### src/hdl/assert_macros.svh
// Assertion macros for the RTL of the flood detector.
`ifndef ASSERT_MACROS_SVH
`define ASSERT_MACROS_SVH

`ifndef ASSERT_OFF

`define ASSERT_SAME_CYCLE(lbl, clk, rst_n, ante, cons) \
    lbl: assert property (@(posedge clk) disable iff (!rst_n) (ante) |-> (cons)) \
        else $error("same-cycle check failed");

`define ASSERT_NEXT_CYCLE(lbl, clk, rst_n, ante, cons) \
    lbl: assert property (@(posedge clk) disable iff (!rst_n) (ante) |=> (cons)) \
        else $error("next-cycle check failed");

`else

`define ASSERT_SAME_CYCLE(lbl, clk, rst_n, ante, cons)

`define ASSERT_NEXT_CYCLE(lbl, clk, rst_n, ante, cons)

`endif

`endif

### src/hdl/dfd_pkg.sv
// Package with codes, widths and reset values of the deauth flood detector.
`timescale 1ns / 1ps

package dfd_pkg;

    localparam int TIME_W    = 63;
    localparam int MAC_W     = 48;
    localparam int COUNT_W   = 32;
    localparam int THRESH_W  = 16;
    localparam int CFG_W     = 32;
    localparam int CFG_IDX_W = 2;

    localparam logic [1:0] FTYPE_MGMT       = 2'd0;
    localparam logic [3:0] SUBTYPE_DEAUTH   = 4'hC;
    localparam logic [3:0] SUBTYPE_DISASSOC = 4'hA;

    localparam logic REQ_FRAME = 1'b0;
    localparam logic REQ_POLL  = 1'b1;

    localparam logic [CFG_IDX_W-1:0] REG_FLOOD_THRESHOLD = 2'd0;
    localparam logic [CFG_IDX_W-1:0] REG_WINDOW_LENGTH   = 2'd1;
    localparam logic [CFG_IDX_W-1:0] REG_QUIET_TIME      = 2'd2;

    localparam logic [THRESH_W-1:0] THRESHOLD_RESET = 16'd6;
    localparam logic [CFG_W-1:0]    WINDOW_RESET    = 32'd1000000;
    localparam logic [CFG_W-1:0]    QUIET_RESET     = 32'd3000000;

    localparam logic [COUNT_W-1:0] COUNT_MAX = {COUNT_W{1'b1}};

    typedef struct packed {
        logic              req_type;
        logic [TIME_W-1:0] now_us;
        logic [1:0]        frame_type;
        logic [3:0]        frame_subtype;
        logic [MAC_W-1:0]  source_mac;
    } dfd_item_t;

endpackage

### src/hdl/deauth_flood_detector_unit.sv
// Top level of the deauth/disassoc flood detector: input stage, state update and result.
`timescale 1ns / 1ps
`include "assert_macros.svh"

// An accepted beat is registered in the input stage, then its result in the detector state.
// Throughput: one beat per cycle unless the output stalls; the window, alert and totals update in one pass.
// The input side stalls only while the input stage is full and a finished result is stalled.
// Reset (rst_n low, asynchronous) clears all statistics and flags and loads the register
// defaults: threshold 6, window 1000000 us, quiet time 3000000 us.
module deauth_flood_detector_unit (
    input  logic                               clk,
    input  logic                               rst_n,
    input  logic                               cfg_write_en,
    input  logic [dfd_pkg::CFG_IDX_W-1:0]      cfg_index,
    input  logic [dfd_pkg::CFG_W-1:0]          cfg_data,
    input  logic                               in_valid,
    output logic                               in_stall,
    input  logic                               req_type,
    input  logic [dfd_pkg::TIME_W-1:0]         now_us,
    input  logic [1:0]                         frame_type,
    input  logic [3:0]                         frame_subtype,
    input  logic [dfd_pkg::MAC_W-1:0]          source_mac,
    output logic                               out_valid,
    input  logic                               out_stall,
    output logic [dfd_pkg::COUNT_W-1:0]        deauth_tally,
    output logic [dfd_pkg::COUNT_W-1:0]        disassoc_tally,
    output logic                               alert_active,
    output logic [dfd_pkg::MAC_W-1:0]          alert_source,
    output logic [dfd_pkg::COUNT_W-1:0]        alert_count
);
    import dfd_pkg::*;

    // Configuration registers.
    logic [THRESH_W-1:0] threshold_reg;
    logic [CFG_W-1:0]    window_len_reg;
    logic [CFG_W-1:0]    quiet_time_reg;

    // Input stage.
    logic      stage_valid_reg;
    dfd_item_t stage_reg;

    // Detector state; it also serves as the result register.
    logic [COUNT_W-1:0]  deauth_cnt_reg,     deauth_cnt_next;
    logic [COUNT_W-1:0]  disassoc_cnt_reg,   disassoc_cnt_next;
    logic                window_open_reg,    window_open_next;
    logic [TIME_W-1:0]   window_start_reg,   window_start_next;
    logic [COUNT_W-1:0]  window_frames_reg,  window_frames_next;
    logic [MAC_W-1:0]    window_source_reg,  window_source_next;
    logic                alert_flag_reg,     alert_flag_next;
    logic [MAC_W-1:0]    alert_mac_reg,      alert_mac_next;
    logic [COUNT_W-1:0]  alert_rate_reg,     alert_rate_next;
    logic                flood_seen_reg,     flood_seen_next;
    logic [TIME_W-1:0]   last_flood_reg,     last_flood_next;
    logic                out_valid_reg;

    logic               advance;
    logic               counted;
    logic               is_deauth;
    logic [TIME_W-1:0]  since_start;
    logic [TIME_W-1:0]  since_flood;
    logic               expired;
    logic               quiet;
    logic               new_window;
    logic [COUNT_W-1:0] frames_base;
    logic [COUNT_W-1:0] frames_inc;

    // The stage moves on unless a finished result is still waiting downstream.
    assign advance  = stage_valid_reg && !(out_valid_reg && out_stall);
    assign in_stall = stage_valid_reg && out_valid_reg && out_stall;

    always_ff @(posedge clk or negedge rst_n)
    begin
        if (!rst_n)
        begin
            threshold_reg  <= THRESHOLD_RESET;
            window_len_reg <= WINDOW_RESET;
            quiet_time_reg <= QUIET_RESET;
        end
        else if (cfg_write_en)
        begin
            case (cfg_index)
                REG_FLOOD_THRESHOLD: threshold_reg  <= cfg_data[THRESH_W-1:0];
                REG_WINDOW_LENGTH:   window_len_reg <= cfg_data;
                REG_QUIET_TIME:      quiet_time_reg <= cfg_data;
                default:             ;
            endcase
        end
    end

    always_ff @(posedge clk or negedge rst_n)
    begin
        if (!rst_n)
        begin
            stage_valid_reg <= 1'b0;
        end
        else if (!in_stall)
        begin
            stage_valid_reg <= in_valid;
        end
    end

    always_ff @(posedge clk)
    begin
        if (in_valid && !in_stall)
        begin
            stage_reg.req_type      <= req_type;
            stage_reg.now_us        <= now_us;
            stage_reg.frame_type    <= frame_type;
            stage_reg.frame_subtype <= frame_subtype;
            stage_reg.source_mac    <= source_mac;
        end
    end

    always_comb
    begin
        is_deauth = (stage_reg.frame_subtype == SUBTYPE_DEAUTH);
        counted   = (stage_reg.req_type == REQ_FRAME) &&
                    (stage_reg.frame_type == FTYPE_MGMT) &&
                    (is_deauth || (stage_reg.frame_subtype == SUBTYPE_DISASSOC));

        // A clock running backwards never expires the window nor counts as quiet.
        since_start = stage_reg.now_us - window_start_reg;
        expired     = (stage_reg.now_us >= window_start_reg) &&
                      (since_start > {{(TIME_W-CFG_W){1'b0}}, window_len_reg});
        since_flood = stage_reg.now_us - last_flood_reg;
        quiet       = (stage_reg.now_us >= last_flood_reg) &&
                      (since_flood > {{(TIME_W-CFG_W){1'b0}}, quiet_time_reg});

        new_window  = !window_open_reg || expired || (window_source_reg != stage_reg.source_mac);
        frames_base = new_window ? '0 : window_frames_reg;
        frames_inc  = (frames_base == COUNT_MAX) ? frames_base : frames_base + COUNT_W'(1);

        deauth_cnt_next    = deauth_cnt_reg;
        disassoc_cnt_next  = disassoc_cnt_reg;
        window_open_next   = window_open_reg;
        window_start_next  = window_start_reg;
        window_frames_next = window_frames_reg;
        window_source_next = window_source_reg;
        alert_flag_next    = alert_flag_reg;
        alert_mac_next     = alert_mac_reg;
        alert_rate_next    = alert_rate_reg;
        flood_seen_next    = flood_seen_reg;
        last_flood_next    = last_flood_reg;

        if (counted)
        begin
            if (is_deauth)
            begin
                deauth_cnt_next = deauth_cnt_reg + COUNT_W'(1);
            end
            else
            begin
                disassoc_cnt_next = disassoc_cnt_reg + COUNT_W'(1);
            end
            flood_seen_next    = 1'b1;
            last_flood_next    = stage_reg.now_us;
            window_open_next   = 1'b1;
            window_frames_next = frames_inc;
            if (new_window)
            begin
                window_start_next  = stage_reg.now_us;
                window_source_next = stage_reg.source_mac;
            end
            if (frames_inc >= {{(COUNT_W-THRESH_W){1'b0}}, threshold_reg})
            begin
                alert_flag_next = 1'b1;
                alert_mac_next  = stage_reg.source_mac;
                alert_rate_next = frames_inc;
            end
        end
        else if (stage_reg.req_type == REQ_POLL)
        begin
            if (alert_flag_reg && flood_seen_reg && quiet)
            begin
                alert_flag_next = 1'b0;
            end
        end
    end

    always_ff @(posedge clk or negedge rst_n)
    begin
        if (!rst_n)
        begin
            deauth_cnt_reg    <= '0;
            disassoc_cnt_reg  <= '0;
            window_open_reg   <= 1'b0;
            window_start_reg  <= '0;
            window_frames_reg <= '0;
            window_source_reg <= '0;
            alert_flag_reg    <= 1'b0;
            alert_mac_reg     <= '0;
            alert_rate_reg    <= '0;
            flood_seen_reg    <= 1'b0;
            last_flood_reg    <= '0;
        end
        else if (advance)
        begin
            deauth_cnt_reg    <= deauth_cnt_next;
            disassoc_cnt_reg  <= disassoc_cnt_next;
            window_open_reg   <= window_open_next;
            window_start_reg  <= window_start_next;
            window_frames_reg <= window_frames_next;
            window_source_reg <= window_source_next;
            alert_flag_reg    <= alert_flag_next;
            alert_mac_reg     <= alert_mac_next;
            alert_rate_reg    <= alert_rate_next;
            flood_seen_reg    <= flood_seen_next;
            last_flood_reg    <= last_flood_next;
        end
    end

    always_ff @(posedge clk or negedge rst_n)
    begin
        if (!rst_n)
        begin
            out_valid_reg <= 1'b0;
        end
        else
        begin
            out_valid_reg <= advance || (out_valid_reg && out_stall);
        end
    end

    // The state holds still while a result is stalled, so it drives the result beat directly.
    assign out_valid      = out_valid_reg;
    assign deauth_tally   = deauth_cnt_reg;
    assign disassoc_tally = disassoc_cnt_reg;
    assign alert_active   = alert_flag_reg;
    assign alert_source   = alert_mac_reg;
    assign alert_count    = alert_rate_reg;

    `ASSERT_SAME_CYCLE(a_stall_needs_full_out, clk, rst_n, in_stall, out_valid_reg && out_stall)
    `ASSERT_NEXT_CYCLE(a_advance_gives_result, clk, rst_n, advance, out_valid_reg)
    `ASSERT_SAME_CYCLE(a_alert_needs_flood, clk, rst_n, alert_flag_reg, flood_seen_reg)
    `ASSERT_SAME_CYCLE(a_window_has_frames, clk, rst_n, 1'b1,
        window_open_reg == (window_frames_reg != '0))
    `ASSERT_NEXT_CYCLE(a_state_holds_when_stalled, clk, rst_n, !advance,
        $stable(deauth_cnt_reg) && $stable(alert_flag_reg) && $stable(window_frames_reg))

endmodule
### config.mk
export PLATFORM = sky130hd
export DESIGN_NAME = deauth_flood_detector_unit
export DESIGN_NICKNAME = d
export VERILOG_FILES = /design/src/hdl/dfd_pkg.sv /design/src/hdl/deauth_flood_detector_unit.sv
export VERILOG_INCLUDE_DIRS = /design/src /design/src/hdl
export SDC_FILE = /design/constraint.sdc
export NUM_CORES = 1
export LEC_CHECK = 0
export BUFFER_PORTS_ARGS = -buffer_cell sky130_fd_sc_hd__buf_2
export CORE_MARGIN = 3
export CORE_UTILIZATION = 45
export CTS_CLUSTER_SIZE = 25
export DETAILED_ROUTE_END_ITERATION = 8
export PLACE_DENSITY = 0.75
export SYNTH_ARGS = -nofsm -noshare
export SYNTH_HDL_FRONTEND = slang
export SYNTH_SLANG_ARGS = --single-unit
### constraint.sdc
create_clock -name clk -period 24.9 [get_ports clk]
set_clock_uncertainty 0.1 [all_clocks]
set_input_delay 1.245 -clock clk [delete_from_list [all_inputs] [get_ports clk]]
set_output_delay 1.245 -clock clk [all_outputs]
set_load 0.01 [all_outputs]
# Yosys cells after proc, flatten, opt, wreduce, memory -nomap -nowiden

Cells that the tools add are included.

Bits in registers: 552
Bits of input ports: 157
Output and inout port bits: 147

$add $sub $neg: 5
Order comparisons: 5
Equality and inequality tests: 7
Muxes and demuxes: 6
Bitwise logic cells: 2
Reductions and logical operators: 31

Operators by type and width:

| cell                                          | number |
|---|---|
| >= comparator 63 bit                          | 2 |
| greater-than comparator 63 x 32 -> 1 bit      | 2 |
| subtractor 63 bit                             | 2 |
| adder 32 x 1 -> 32 bit, second input constant | 3 |
| 2-to-1 mux 32 bit                             | 2 |
| != test 48 bit                                | 1 |
| == test 32 bit, second input constant         | 1 |
| >= comparator 32 x 16 -> 1 bit                | 1 |
| AND reduction 3 bit                           | 4 |
| logical AND 1 bit                             | 11 |
| == test 4 bit, second input constant          | 2 |
| AND reduction 2 bit                           | 4 |
| logical NOT 2 bit                             | 2 |
| logical OR 1 bit                              | 4 |
| 2-to-1 mux 1 bit                              | 4 |
| AND reduction 4 bit                           | 1 |
| nonzero test 2 bit                            | 2 |
| logical NOT 1 bit                             | 3 |
| == test 2 x 1 -> 1 bit, second input constant | 1 |
| == test 2 bit, second input constant          | 1 |
| != test 2 x 1 -> 1 bit, second input constant | 1 |
| NOT 1 bit                                     | 2 |

# Depth between registers and ports, before layout

Depth in word-level cells: 11
Gate-level depth with buffers: 49
Depth with buffers taken out: 47

# Least setup slack after synthesis

No wires, ideal clock.

Kind: reg-to-reg
Start: register stage_reg[54] (netlist name)
End: register alert_mac_reg[15] (netlist: alert_source[15])
Setup time: 128 ps
Data arrival time: 8,922 ps
Required time: 24,672 ps
Path slack: 15,750 ps
Cell stages (with the launch flop): 49
Path buffers: 2
Clock period less this slack: 9,150 ps
Path through: edfxtp_1 > inv_1 > ha_1 > inv_1 > fa_1 > a211oi_1 > o21ai_0 > a21oi_1 > nand2_1 > a31oi_1 > o21a_1 > o21bai_1 > a21oi_1 > nor2_1 > nor2_1 > xnor2_1 > ha_1 > nand4_1 > (+13 left out) > nor2_1 > nand2_1 > o21ai_0 > nand2_1 > ha_1 > a21o_1 > a21o_1 > a21o_1 > a21o_1 > a21o_1 > a211oi_1 > or3_1 > a31oi_1 > inv_1 > nand2b_1 > buf_6 > buf_6 > mux2_1

Cells in the longest elaborated chain, start to end: 10
Elaborated cells on any way between the ends: 12
Those cells by class: add/sub (2); order compare (3); eq/ne (1); mux (2); reduce/logical (4)

Ends and longest elaborated chain:

| what                                                     | line                              | source |
|---|---|---|
| start, declared                                          | deauth_flood_detector_unit.sv:40  | `dfd_item_t stage_reg;` |
| subtractor 63 bit                                        | deauth_flood_detector_unit.sv:122 | `since_start = stage_reg.now_us - window_start_reg;` |
| greater-than comparator 63 x 32 -> 1 bit                 | deauth_flood_detector_unit.sv:124 | `(since_start > {{(TIME_W-CFG_W){1'b0}}, window_len_reg});` |
| logical AND 1 bit (*)                                    | deauth_flood_detector_unit.sv:123 | `expired = (stage_reg.now_us >= window_start_reg) &&` |
| logical OR 1 bit (*) (2 in a row)                        | deauth_flood_detector_unit.sv:129 | `new_window = !window_open_reg \|\| expired \|\| (window_source_reg != stage_reg.source_mac);` |
| 2-to-1 mux 32 bit (*)                                    | deauth_flood_detector_unit.sv:130 | `frames_base = new_window ? '0 : window_frames_reg;` |
| adder 32 x 1 -> 32 bit or == test 32 bit (tied branches) | deauth_flood_detector_unit.sv:131 | `frames_inc = (frames_base == COUNT_MAX) ? frames_base : frames_base + COUNT_W'(1);` |
| 2-to-1 mux 32 bit (*)                                    | deauth_flood_detector_unit.sv:131 |  |
| net frames_inc[1]                                        | deauth_flood_detector_unit.sv:65  | `logic [COUNT_W-1:0] frames_inc;` |
| >= comparator 32 x 16 -> 1 bit (*)                       | deauth_flood_detector_unit.sv:164 | `if (frames_inc >= {{(COUNT_W-THRESH_W){1'b0}}, threshold_reg})` |
| AND reduction 3 bit (no line) (*)                        | --                                |  |
| end signal, assigned                                     | deauth_flood_detector_unit.sv:205 | `alert_mac_reg <= alert_mac_next;` |
| end, declared                                            | deauth_flood_detector_unit.sv:50  | `logic [MAC_W-1:0] alert_mac_reg, alert_mac_next;` |

The timed path passes the listed nets; every way through them passes the cells marked *.
A chain may end at the register's enable or synchronous reset.

# Final worst setup path

Start: register stage_reg[54] (netlist name)
End: register alert_mac_reg[13] (netlist: alert_source[13])

Same word-level chain as after synthesis.

==> run_results.csv <==
group,metric,value,unit
status,status,"completed",
clock_network,ctsLongestPathBuffers,3,
min_path,hold_end,"alert_count[14]$_DFFE_PN0P_",
cells_and_area,drive_gt1_share,15.7,%
pwr,p_leak,0.0174,uW
placement,finalWeightedCongestion,0.959,
floorplan,dieArea,76500,um2
yosys,syn-mean-instance-area,9.99,um2
sta,fin_crit_sh,46.6,%
floorplan,fp.dieH,277,um
yosys,yosysSeqAreaShare,43.8,%
pwr,ir_drop,67.0,uV
critical_path,critPathMaxFanout,65,
cells_and_area,mostFrequentLayoutCells,"dfrtp_1 (415), nand2_1 (310), buf_2 (302), inv_1 (269), ha_1 (209)",
routing,routedWlPerCell,19.8,um
placement,post-dp-hpwl,68700,um
routing,first_pass_iters,6,
critical_path,cpMostUsedCell,"nor2_1",
yosys,yosysUniqueCellTypes,98,
critical_path,worstReg2RegEnd,"alert_source[13]$_DFFE_PN0P_",
placement,post-place-ws,13.57,ns
clock_network,insertion_delay,0.63,ns
floorplan,die_w,277,um
floorplan,io_pins,304,
clock_network,cts_sinks,552,
global_routing,grtUsageTotal,23.0,%
yosys,synth_area,32900,um2
sta,timing.setup.tns,0,ns
routing,vias,26100,
global_routing,grt_pass1_vias,25300,
sta,tightestPinTransition,1.09,ns
clock_network,cts_setup_buffers,0,
critical_path,slowest_delay,0.71,ns
critical_path,crit_required,25.31,ns
yosys,yosysWarnings,0,
clock_network,clkTransAtPathRegs,0.06,ns
cells_and_area,layout_commonest_cell,"dfrtp_1",
min_path,min_from,"alert_count[14]$_DFFE_PN0P_",
min_path,hold-path-cell-count,1,
yosys,synth_nets,3666,
yosys,synth-seq-cells,552,
routing,drt-initial-drc-count,2162,
critical_path,arrival,12.02,ns
global_routing,overflow,0,
clock_network,root_buffer,"clkbuf_16",
yosys,synthFlopType,"dfrtp_1",
sta,hold_viol_final,0,
routing,drc_errors,0,
sta,setup_viol,0,
critical_path,slowest_stage,"buf_4",
critical_path,worstRegToRegCells,46,
routing,ant_nets,0,
clock_network,cts_buffers,66,
pwr,powerDensity,79.8,nW/um2
yosys,synth.top_cell.area_share,31.5,%
sta,relSlewSlack,26.5,%
yosys,synth-async-reset-ratio,78.6,%
sta,rsz0062_at_grt,"false",
clock_network,cts_repair_resize_count,0,
min_path,worst_hold_path_type,"reg -> reg",
floorplan,initial_utilization,45.8,%
yosys,syn_inst,3298,
placement,dp.cells,4457,
global_routing,grt_pass1_wl,141000,um
floorplan,core_area,72000,um2
routing,viasPerCell,5.69,
clock_network,cts_tree,"built",
critical_path,critPathCaptureType,"register",
cells_and_area,finalNonFillerCells,4585,
floorplan,fp-row-count,98,
routing,routed_wirelength,91000,um
cells_and_area,synthToLayoutAreaGrowth,13.6,%
sta,fin_ws,13.29,ns
cells_and_area,fin_nets,3943,
critical_path,r2r_slack,13.29,ns
clock_network,htree_levels,3,
clock_network,cts_hold_buf,0,
placement,portBuffers,303,
sta,hold_ws,0.381,ns
critical_path,start_kind,"register",
sta,finalMaxSlewViolations,0,
global_routing,grt_max_degree,180,
critical_path,r2r-start,"stage_reg[54]$_DFFE_PP_",
cells_and_area,largest_reg_flops,118,
global_routing,antenna_found_initial,10,
sta,max_freq,0.0861,GHz
critical_path,critical_path_class,"reg -> reg",
yosys,yosysTopAreaCell,"dfrtp_1",
yosys,synth_area_leaders,"dfrtp_1 (32%), edfxtp_1 (11%), ha_1 (7.9%)",
sta,finalCriticalPeriod,11.61,ns
run,drv_cap,0,
yosys,synth-edff-count,118,
final cells by class:
type,instances,area [um2]
Antenna cell,6,15.0
Clock buffer,93,1840
Clock inverter,29,355
Fill cell,6394,34600
Inverter,269,1010
Multi-Input combinational cell,2366,16900
Sequential cell,552,14400
Tap cell,950,1190
Timing Repair Buffer,320,1670
layer usage:
layer  share of wire, %  global-route usage [%]
met1                 43                    30.3
met2                 47                    37.4
met3                6.7                    5.00
met4                3.1                    8.26
met5              0.044                       0
metrics by stage:
step / total power, uW / util, % / cell area [um2]
2_1_floorplan: 1740 / - / 32900
3_3_place_gp: 1990 / 48.9 / 35200
3_5_place_dp: 2010 / 48.9 / 35200
4_1_cts: 2990 / 52.0 / 37400
5_1_grt: 3150 / 52.0 / 37400
6_report: 2980 / 52.0 / 37400
worst max-delay path: cells and delay by family, from the launching register on:
family | cells | cell delay [ns]
buffers and inverters | 4 | 1.06
adders and majority gates | 5 | 1.42
xor gates and xnor gates | 2 | 0.32
muxes | 1 | 0.41
and+or+nand+nor | 18 | 3.98
AOI/OAI and AO/OA | 16 | 3.75
DFF | 1 | 0.38
how the worst max path moves through the flow:
stage                                               to                    start  slack, ns
after CTS                 alert_source[13]$_DFFE_PN0P_  stage_reg[54]$_DFFE_PP_      13.44
after global placement    alert_source[25]$_DFFE_PN0P_  stage_reg[54]$_DFFE_PP_      13.80
final                     alert_source[13]$_DFFE_PN0P_  stage_reg[54]$_DFFE_PP_      13.29
after floorplan           alert_source[15]$_DFFE_PN0P_  stage_reg[54]$_DFFE_PP_      15.75
after global routing      alert_source[21]$_DFFE_PN0P_  stage_reg[54]$_DFFE_PP_      12.27
after detailed placement   alert_source[4]$_DFFE_PN0P_  stage_reg[54]$_DFFE_PP_      13.57
synth_stat cells, drive strengths merged, types with 13 or more instances:
cell type,number
a2111oi,14
a211oi,24
a21o,64
a21oi,199
a31oi,19
and2,21
and3,32
and4,28
buf,38
clkbuf,73
dfrtp,415
dfstp,19
edfxtp,118
ha,209
inv,269
mux2,250
mux2i,13
nand2,311
nand2b,21
nand3,81
nand4,79
nor2,185
nor2b,18
nor3,52
nor4,34
o211ai,26
o21a,32
o21ai,207
o21bai,27
o31ai,25
xnor2,129
xor2,101
power by group:
| part | leakage, uW | switching (uW) | internal (uW) |
|---|---|---|---|
| registers | 0.00662 | 56.9 | 1020 |
| logic | 0.00972 | 568 | 366 |
| clock network | 0.00106 | 409 | 561 |
| total | 0.0174 | 1030 | 1950 |
cells by family after synthesis:
group	Yosys count	share of synthesized area [%]
buffers and inverters	380	4.95
flip-flops	552	43.8
adder cells (fa/ha/maj)	211	8.06
multiplexers	263	8.94
XOR/XNOR	230	6.12
AO/OA/AOI/OAI	744	14.4
AND/OR/NAND/NOR	918	13.8
Power figures use the tool's default switching activity.
